$ cat config.mk
export PLATFORM = sky130hd
export DESIGN_NAME = huffman_tree_decoder
export DESIGN_NICKNAME = d
export VERILOG_FILES = /design/src/hdl/htd_pkg.sv /design/src/hdl/htd_tree_mem.sv /design/src/hdl/htd_walk.sv /design/src/hdl/htd_out.sv /design/src/hdl/huffman_tree_decoder.sv
export SDC_FILE = /design/constraint.sdc
export NUM_CORES = 2
export LEC_CHECK = 0
export BUFFER_PORTS_ARGS = -buffer_cell sky130_fd_sc_hd__clkbuf_2
export CELL_PAD_IN_SITES_DETAIL_PLACEMENT = 1
export CELL_PAD_IN_SITES_GLOBAL_PLACEMENT = 1
export CORE_ASPECT_RATIO = 1.25
export CORE_MARGIN = 10
export CORE_UTILIZATION = 54
export CTS_CLUSTER_DIAMETER = 30
export DETAILED_ROUTE_END_ITERATION = 12
export PLACE_DENSITY_LB_ADDON = 0.1
export REMOVE_ABC_BUFFERS = 1
export SLEW_MARGIN = 20
export SYNTH_ARGS = -nofsm -noshare
export SYNTH_HDL_FRONTEND = slang
export SYNTH_MEMORY_MAX_BITS = 65536
export SYNTH_SLANG_ARGS = --single-unit
$ cat constraint.sdc
create_clock -name clock -period 5.35 [get_ports clock]
set_input_delay 1.3375 -clock clock [delete_from_list [all_inputs] [get_ports clock]]
set_output_delay 1.3375 -clock clock [all_outputs]
set_load 0.01 [all_outputs]
$ cat src/hdl/htd_pkg.sv
// shared types, codes and constants of the huffman tree decoder
`default_nettype none
package htd_pkg;

   // defaults for the top-level parameters
   localparam int TREE_NODES_DEF  = 255;
   localparam int LENGTH_BITS_DEF = 20;

   // fixed field widths
   localparam int CFG_BITS    = 20;
   localparam int NODE_BITS   = 8;
   localparam int BRANCH_BITS = 9;
   localparam int ENTRY_BITS  = 2 * BRANCH_BITS;

   // walk starts here after a start beat and after every leaf
   localparam logic [NODE_BITS-1:0] HEAD_NODE = 8'd254;
   // bit of a byte that is walked last
   localparam logic [2:0] TOP_BIT_POS = 3'd7;

   // item kinds
   localparam logic [1:0] KIND_LOAD  = 2'd0;
   localparam logic [1:0] KIND_DATA  = 2'd1;
   localparam logic [1:0] KIND_START = 2'd2;

   typedef struct packed {
      logic [1:0]             kind;
      logic [NODE_BITS-1:0]   node_index;
      logic [BRANCH_BITS-1:0] branch_zero;
      logic [BRANCH_BITS-1:0] branch_one;
      logic [7:0]             data_byte;
   } req_type;

   typedef struct packed {
      logic [7:0] symbol;
      logic       last;
      logic       error;
   } rsp_type;

   // access to the node store, one write and one read per cycle
   typedef struct packed {
      logic                  wr_en;
      logic [NODE_BITS-1:0]  wr_node;
      logic [ENTRY_BITS-1:0] wr_data;
      logic                  rd_en;
      logic [NODE_BITS-1:0]  rd_node;
   } mem_req_type;

   // result handed from the walker to the output register
   typedef struct packed {
      logic    push;
      rsp_type rsp;
   } emit_type;

   typedef enum logic [1:0] {
      ST_IDLE = 2'b01,
      ST_WALK = 2'b10
   } state_type;

endpackage
`default_nettype wire

$ cat src/hdl/htd_tree_mem.sv
// node store of the decoding tree, one write and one registered read port
`default_nettype none
module htd_tree_mem #(
   parameter int TREE_NODES = htd_pkg::TREE_NODES_DEF
) (
   input  wire                                 clock,
   input  htd_pkg::mem_req_type                mem_req,
   output logic [htd_pkg::ENTRY_BITS-1:0]      rd_data
);

   localparam int IDX_BITS = $clog2(TREE_NODES);

   logic [htd_pkg::ENTRY_BITS-1:0] tree_mem [TREE_NODES];
   logic [htd_pkg::ENTRY_BITS-1:0] rd_data_ff;

   always_ff @(posedge clock) begin
      if (mem_req.wr_en) begin
         tree_mem[mem_req.wr_node[IDX_BITS-1:0]] <= mem_req.wr_data;
      end
   end

   always_ff @(posedge clock) begin
      if (mem_req.rd_en) begin
         rd_data_ff <= tree_mem[mem_req.rd_node[IDX_BITS-1:0]];
      end
   end

   assign rd_data = rd_data_ff;

endmodule
`default_nettype wire

$ cat src/hdl/htd_walk.sv
// item sequencer and bit-serial tree walker
`default_nettype none
module htd_walk #(
   parameter int TREE_NODES  = htd_pkg::TREE_NODES_DEF,
   parameter int LENGTH_BITS = htd_pkg::LENGTH_BITS_DEF
) (
   input  wire                                 clock,
   input  wire                                 reset,
   input  wire                                 req_valid,
   output logic                                req_ready,
   input  htd_pkg::req_type                    req_data,
   input  wire                                 csr_valid,
   input  wire  [htd_pkg::CFG_BITS-1:0]        csr_data,
   output htd_pkg::mem_req_type                mem_req,
   input  wire  [htd_pkg::ENTRY_BITS-1:0]      rd_data,
   input  wire                                 out_free,
   output htd_pkg::emit_type                   emit
);

   localparam logic [htd_pkg::BRANCH_BITS-1:0] NODE_LIMIT = 9'(TREE_NODES);
   localparam logic [LENGTH_BITS-1:0]          ONE_LEFT   = LENGTH_BITS'(1);

   htd_pkg::state_type state_ff, state_in;
   logic [htd_pkg::NODE_BITS-1:0] node_ff, node_in;
   logic [LENGTH_BITS-1:0]        left_ff, left_in;
   logic [LENGTH_BITS-1:0]        length_ff, length_in;
   logic                          active_ff, active_in;
   logic [7:0]                    byte_ff, byte_in;
   logic [2:0]                    bit_ff, bit_in;

   logic                             accept;
   logic                             walking;
   logic [htd_pkg::BRANCH_BITS-1:0]  branch;
   logic                             head_bad;
   logic                             is_leaf;
   logic                             tgt_bad;
   logic                             err;
   logic                             want_emit;
   logic                             stall;
   logic                             advance;
   logic                             final_sym;
   logic                             chunk_done;
   logic                             byte_done;
   logic [htd_pkg::NODE_BITS-1:0]    node_next;
   logic [htd_pkg::NODE_BITS-1:0]    rd_node;

   assign req_ready = (state_ff == htd_pkg::ST_IDLE);
   assign accept    = req_valid && req_ready;
   assign walking   = (state_ff == htd_pkg::ST_WALK);

   // one tree step for the current bit
   assign head_bad  = {1'b0, node_ff} >= NODE_LIMIT;
   assign branch    = byte_ff[bit_ff] ? rd_data[htd_pkg::ENTRY_BITS-1:htd_pkg::BRANCH_BITS]
                                      : rd_data[htd_pkg::BRANCH_BITS-1:0];
   assign is_leaf   = !branch[htd_pkg::BRANCH_BITS-1];
   assign tgt_bad   = {1'b0, branch[htd_pkg::NODE_BITS-1:0]} >= NODE_LIMIT;
   assign err       = head_bad || (!is_leaf && tgt_bad);
   assign want_emit = err || is_leaf;
   assign stall     = want_emit && !out_free;
   assign advance   = walking && !stall;
   assign final_sym = !err && is_leaf && (left_ff == ONE_LEFT);
   assign chunk_done = err || final_sym;
   assign byte_done  = chunk_done || (bit_ff == htd_pkg::TOP_BIT_POS);

   always_comb begin
      if (err) begin
         node_next = node_ff;
      end else if (is_leaf) begin
         node_next = htd_pkg::HEAD_NODE;
      end else begin
         node_next = branch[htd_pkg::NODE_BITS-1:0];
      end
   end

   // read the node needed next cycle
   assign rd_node = advance ? node_next : node_ff;

   always_comb begin
      mem_req.wr_en   = accept && (req_data.kind == htd_pkg::KIND_LOAD) &&
                        ({1'b0, req_data.node_index} < NODE_LIMIT);
      mem_req.wr_node = req_data.node_index;
      mem_req.wr_data = {req_data.branch_one, req_data.branch_zero};
      mem_req.rd_en   = {1'b0, rd_node} < NODE_LIMIT;
      mem_req.rd_node = rd_node;
   end

   always_comb begin
      emit.push       = walking && want_emit && out_free;
      emit.rsp.symbol = err ? 8'd0 : branch[7:0];
      emit.rsp.last   = final_sym;
      emit.rsp.error  = err;
   end

   always_comb begin
      state_in  = state_ff;
      node_in   = node_ff;
      left_in   = left_ff;
      active_in = active_ff;
      byte_in   = byte_ff;
      bit_in    = bit_ff;
      length_in = csr_valid ? LENGTH_BITS'(csr_data) : length_ff;
      case (state_ff)
         htd_pkg::ST_IDLE: begin
            if (accept) begin
               case (req_data.kind)
                  htd_pkg::KIND_START: begin
                     node_in   = htd_pkg::HEAD_NODE;
                     left_in   = length_ff;
                     active_in = (length_ff != '0);
                  end
                  htd_pkg::KIND_DATA: begin
                     if (active_ff) begin
                        state_in = htd_pkg::ST_WALK;
                        byte_in  = req_data.data_byte;
                        bit_in   = 3'd0;
                     end
                  end
                  default: begin
                  end
               endcase
            end
         end
         htd_pkg::ST_WALK: begin
            if (advance) begin
               node_in = node_next;
               bit_in  = bit_ff + 3'd1;
               if (!err && is_leaf) begin
                  left_in = left_ff - ONE_LEFT;
               end
               if (chunk_done) begin
                  active_in = 1'b0;
               end
               if (byte_done) begin
                  state_in = htd_pkg::ST_IDLE;
               end
            end
         end
         default: begin
            state_in = htd_pkg::ST_IDLE;
         end
      endcase
   end

   always_ff @(posedge clock) begin
      if (reset) begin
         state_ff  <= htd_pkg::ST_IDLE;
         node_ff   <= htd_pkg::HEAD_NODE;
         left_ff   <= '0;
         active_ff <= 1'b0;
         length_ff <= '0;
      end else begin
         state_ff  <= state_in;
         node_ff   <= node_in;
         left_ff   <= left_in;
         active_ff <= active_in;
         length_ff <= length_in;
      end
   end

   always_ff @(posedge clock) begin
      byte_ff <= byte_in;
      bit_ff  <= bit_in;
   end

endmodule
`default_nettype wire

$ cat src/hdl/htd_out.sv
// output register between the walker and the result channel
`default_nettype none
module htd_out (
   input  wire                 clock,
   input  wire                 reset,
   input  htd_pkg::emit_type   emit,
   output logic                out_free,
   output logic                rsp_valid,
   input  wire                 rsp_ready,
   output htd_pkg::rsp_type    rsp_data
);

   logic             rsp_valid_ff, rsp_valid_in;
   htd_pkg::rsp_type rsp_data_ff, rsp_data_in;

   assign out_free = !rsp_valid_ff || rsp_ready;

   always_comb begin
      rsp_valid_in = rsp_valid_ff;
      rsp_data_in  = rsp_data_ff;
      if (emit.push) begin
         rsp_valid_in = 1'b1;
         rsp_data_in  = emit.rsp;
      end else if (rsp_ready) begin
         rsp_valid_in = 1'b0;
      end
   end

   always_ff @(posedge clock) begin
      if (reset) begin
         rsp_valid_ff <= 1'b0;
      end else begin
         rsp_valid_ff <= rsp_valid_in;
      end
   end

   always_ff @(posedge clock) begin
      rsp_data_ff <= rsp_data_in;
   end

   assign rsp_valid = rsp_valid_ff;
   assign rsp_data  = rsp_data_ff;

endmodule
`default_nettype wire

$ cat src/hdl/huffman_tree_decoder.sv
// top level of the huffman tree decoder
`default_nettype none
// Huffman decoder driven by a binary node table held in a single-port-read
// synchronous memory. Load beats write one node (two 9-bit branches, below
// 256 a leaf symbol, otherwise a pointer to node value minus 256); a start
// beat returns the walk to head node 254 and arms a chunk of output_length
// symbols (a length of zero arms nothing). Data bytes are walked least
// significant bit first, one node read per bit, one bit per cycle while the
// result side keeps up. A data byte is taken and then walked bit by bit; no
// further item is taken until the walk of the byte ends, after its top bit
// or earlier when the chunk ends inside the byte. The bit rate is set by the
// dependent chain of node reads through the one read port: each step's
// address comes from the previous step's data. Results leave through an
// output register, so a stalled result side holds the walk only when a
// symbol or error beat is due. A branch pointing outside the table gives one
// error beat and ends the chunk. Never-loaded nodes read as garbage.
// csr_data is sampled by the next start beat; write it only while idle.
module huffman_tree_decoder #(
   parameter int TREE_NODES  = htd_pkg::TREE_NODES_DEF,
   parameter int LENGTH_BITS = htd_pkg::LENGTH_BITS_DEF
) (
   input  wire                             clock,
   input  wire                             reset,
   // item channel
   input  wire                             req_valid,
   output logic                            req_ready,
   input  htd_pkg::req_type                req_data,
   // result channel
   output logic                            rsp_valid,
   input  wire                             rsp_ready,
   output htd_pkg::rsp_type                rsp_data,
   // output length register write
   input  wire                             csr_valid,
   output logic                            csr_ready,
   input  wire  [htd_pkg::CFG_BITS-1:0]    csr_data
);

   htd_pkg::mem_req_type               mem_req;
   logic [htd_pkg::ENTRY_BITS-1:0]     rd_data;
   htd_pkg::emit_type                  emit;
   logic                               out_free;

   // register writes are always taken
   assign csr_ready = 1'b1;

   // sequencer and walker, owns the walk state and the length register
   htd_walk #(
      .TREE_NODES  (TREE_NODES),
      .LENGTH_BITS (LENGTH_BITS)
   ) u_walk (
      .clock     (clock),
      .reset     (reset),
      .req_valid (req_valid),
      .req_ready (req_ready),
      .req_data  (req_data),
      .csr_valid (csr_valid && csr_ready),
      .csr_data  (csr_data),
      .mem_req   (mem_req),
      .rd_data   (rd_data),
      .out_free  (out_free),
      .emit      (emit)
   );

   // node table, read data is registered and arrives in the cycle after the address
   htd_tree_mem #(
      .TREE_NODES (TREE_NODES)
   ) u_tree_mem (
      .clock   (clock),
      .mem_req (mem_req),
      .rd_data (rd_data)
   );

   // result beat register
   htd_out u_out (
      .clock     (clock),
      .reset     (reset),
      .emit      (emit),
      .out_free  (out_free),
      .rsp_valid (rsp_valid),
      .rsp_ready (rsp_ready),
      .rsp_data  (rsp_data)
   );

endmodule
`default_nettype wire

==> flow_metrics.env <==
export IMPL_p_sw_mw=24.35
export IMPL_io_buffers=72
export IMPL_die_area_mm2=0.3668
export IMPL_p_int_mw=73.05
export IMPL_setup_viol=0
export IMPL_grt_max_degree=139
export IMPL_status="finished clean"
export IMPL_max_slew_worst_pin_slew_ns=1.295
export IMPL_criticalPathCategory="flop to flop"
export IMPL_p_total_mw=97.40
export IMPL_synth_top_area_share_pct=75.07
export IMPL_cap_viol_max_count=0
export IMPL_design_area_mm2=0.2252
export IMPL_ant_nets=0
export IMPL_finalCriticalPeriod_ns=5.347
export IMPL_p_leak_nw=79.45
export IMPL_post_dp_cell_area_mm2=0.2001
export IMPL_yosys_top_cells_area="edfxtp_1 75%, nand2_1 6.2%, mux4_2 3.0%"
export IMPL_wl_per_cell_um=35.49
export IMPL_fmax_mhz=187.0
export IMPL_switching_share_pct=25.00
export IMPL_final_common_cell="edfxtp_1"
export IMPL_postSynthAreaPerCell_um2=14.70
export IMPL_critPathMaxStageDelay_ns=0.59
export IMPL_irDropWorstVdd_v=0.0003458
export IMPL_drv_slew=0
export IMPL_skew_ns=0.05022
export IMPL_finalNonFillerCells=19000
export IMPL_ys_seq_area_share_pct=75.64
export IMPL_wl_mm=674.3
export IMPL_drt_iter0_markers=16980
export IMPL_place_ws_ns=-0.7806
export IMPL_start_util_pct=54.18
export IMPL_antenna_found_initial=45
export IMPL_cpMaxStageDelayCell="edfxtp_1"
export IMPL_grt_pass1_vias=132600
export IMPL_num_io_pins=74
export IMPL_worst_path_most_repeated_cell="buf_4"
export IMPL_gp_congestion=0.9304
export IMPL_row_count=240
export IMPL_final_core_util_pct=65.91
export IMPL_synth_top_area_cell="edfxtp_1"
export IMPL_synth_cells=12600
export IMPL_synth_ff_type="edfxtp_1"
export IMPL_cp_top_family="simple AND/OR/NAND/NOR gates"
export IMPL_tritoncts="yes"
export IMPL_ys_ff_latch=4681
export IMPL_p_per_area_mw_per_mm2=432.4
export IMPL_critical_path_buf_inv_count=6
export IMPL_drive_above_1_share_pct=21.70
export IMPL_r2r_start="u_tree_mem.rd_data[4]"
export IMPL_p_comb_share_pct=9.3
export IMPL_slew_headroom_pct=13.64
export IMPL_grt_pass1_wl_mm=957.2
export IMPL_synth_edf_count=4629
export IMPL_fp_dieW_um=543.7
export IMPL_hold_violations=0
export IMPL_clk_pin_slew_ns=0.06
export IMPL_clkLatencyLatePin_ns=1.09
export IMPL_cp_cell_sequence="nand2_1 -> nor4_2 -> nor3_2 -> buf_4 -> a211o_4 -> buf_12 -> nand2_8 -> buf_16 -> buf_4 -> nand2_1 -> a32oi_2 -> a31oi_2 -> or4_4 -> a31oi_1 -> buf_4 -> nand4_1 -> buf_4 -> o311ai_1"
export IMPL_cp_required_ns=6.22
export IMPL_overflow=0
export IMPL_nNetsFinal=13950
export IMPL_min_delay_start="req_data[3]"
export IMPL_hold_class="input pin to flop"
export IMPL_fin_tns_setup_ns=0
export IMPL_drc=0
export IMPL_seqPwrFrac_pct=41.8
export IMPL_cts_max_level=6
export IMPL_core_area_mm2=0.3417
export IMPL_clock_sinks=4681
export IMPL_most_common_layout_cells="4629 x edfxtp_1, 3026 x nand2_1, 1116 x buf_4"
export IMPL_critical_path_arrival_ns=6.22
export IMPL_synth_cell_type_count=90
export IMPL_die_h_um=674.7
export IMPL_clk_path_buf_depth=4
export IMPL_vias_per_cell=6.640
export IMPL_crit_start="u_tree_mem.rd_data[4]"
export IMPL_place_inst=17620
export IMPL_worstSetupEndpointType="flop"
export IMPL_num_vias=126200
export IMPL_worst_slack_ns=0.003151
export IMPL_start_kind="flop"
export IMPL_yosys_warnings=0
export IMPL_timing_hold_ws_ns=0.4410
export IMPL_post_route_period_util_pct=99.94
export IMPL_drt_pass1_iterations=6
export IMPL_cts_made_buffers=720
export IMPL_synth_area_mm2=0.1852
export IMPL_path_max_fanout=23
export IMPL_area_growth_syn_to_layout_pct=21.65
export IMPL_p_clk_share_pct=48.9
export IMPL_hpwl_mm=408.6
export IMPL_grt_usage_pct=35.92
export IMPL_cts_root_buf="clkbuf_16"
export IMPL_async_flop_share_pct=0
## sequential cells by signal, summed over array words and instances, names as in the netlist
signal / cells
u_walk.left_ff: 20
u_walk.length_ff: 20
u_walk.node_ff: 8
u_walk.state_ff: 2
u_tree_mem.tree_mem: 4590
u_walk.byte_ff: 8
u_walk.bit_ff: 3
u_out.rsp_valid: 1
u_walk.active_ff: 1
u_out.rsp_data: 10
u_tree_mem.rd_data: 18
## repair_timing
item                       4_1_cts  5_1_grt
gates resized for setup         21       24
hold buffers                     0        0
setup endpoints to repair       15       10
pin swaps                        3        3
gates cloned                     0        1
buffers inserted                 6       12
## power groups by stage
stage | combinational, mW | clock [mW] | sequential [mW]
floorplan | 6.64 | 0 | 41.3
global placement | 8.17 | 0 | 41.4
detailed placement | 8.46 | 0 | 41.4
CTS | 8.71 | 47.8 | 40.7
global route | 9.41 | 49.6 | 40.6
finish | 9.06 | 47.7 | 40.7
## cell usage after synthesis, types with 9 or more instances
library cell     n
a22oi_1         82
a211oi_2        15
a32oi_1         86
a311oi_1        23
nand2_1       3042
mux2i_1        241
o221ai_1        24
buf_1           45
nor3b_1          9
clkbuf_1       247
a22o_1          18
inv_1           12
a211oi_1       279
or4_1           16
dfxtp_1         52
buf_4           87
nand3_1        788
o22ai_1         54
nor3_1          22
o21ai_0        129
nand2b_1        13
a2111oi_0       13
o2111ai_1       14
a31oi_1        512
nor4_1          25
o211ai_1        13
or3_1            9
mux4_2         245
a221oi_1        75
buf_6           56
a21oi_1        309
nor2_1         363
edfxtp_1      4629
nor2b_1          9
and3_1         417
o21ai_1         16
buf_2          400
nand4_1         65
## final cells by class
class                      instances  area [µm²]
tap                             4477        5602
timing repair buffer            1407       13320
inverter                          13       48.80
sequential                      4681      140000
clock inverter                   537        6038
fill                           30390      116500
clock buffer                     798       18590
antenna                           26       65.06
multi-input combinational       7063       41540
## worst reg2reg max path, delay by kind of cell (launching register included)
kind | cells | cell delay (ns)
buf+inv | 6 | 1.35
simple gates | 7 | 2.18
flops | 1 | 0.59
compound gates | 5 | 1.03
## per-layer routing
layer  global-route usage [%]  wire length, µm
met4                    22.54            50030
met1                    44.85           238300
met2                    57.47           319600
met3                    7.707            66230
met5                        0              168
## path summary, 6_finish.rpt
| check | to | slack [ns] | cells past startpoint |
|---|---|---|---|
| min | u_walk.byte_ff[3] | 0.44 | 1 |
| max | u_tree_mem.rd_data[3] | 0.003 | 18 |
| max reg2reg | u_tree_mem.rd_data[3] | 0.003 | 18 |
| min reg2reg | u_walk.left_ff[1] | 0.50 | 2 |
## logic make-up (layout without fill, tap and decap cells)
kind of cell               count (synthesis)  in the layout  synth area share [%]
adders and majority gates                  6              6               0.04054
muxes                                    492            492                 4.321
buffers and inverters                    854           2755                 2.444
DFF                                     4681           4681                 75.64
other                                      1             27              0.002025
AOI/OAI and AO/OA                       1750           1750                 6.387
and+or+nand+nor                         4814           4814                 11.17
Note: power is estimated with default switching activity, not from simulation.
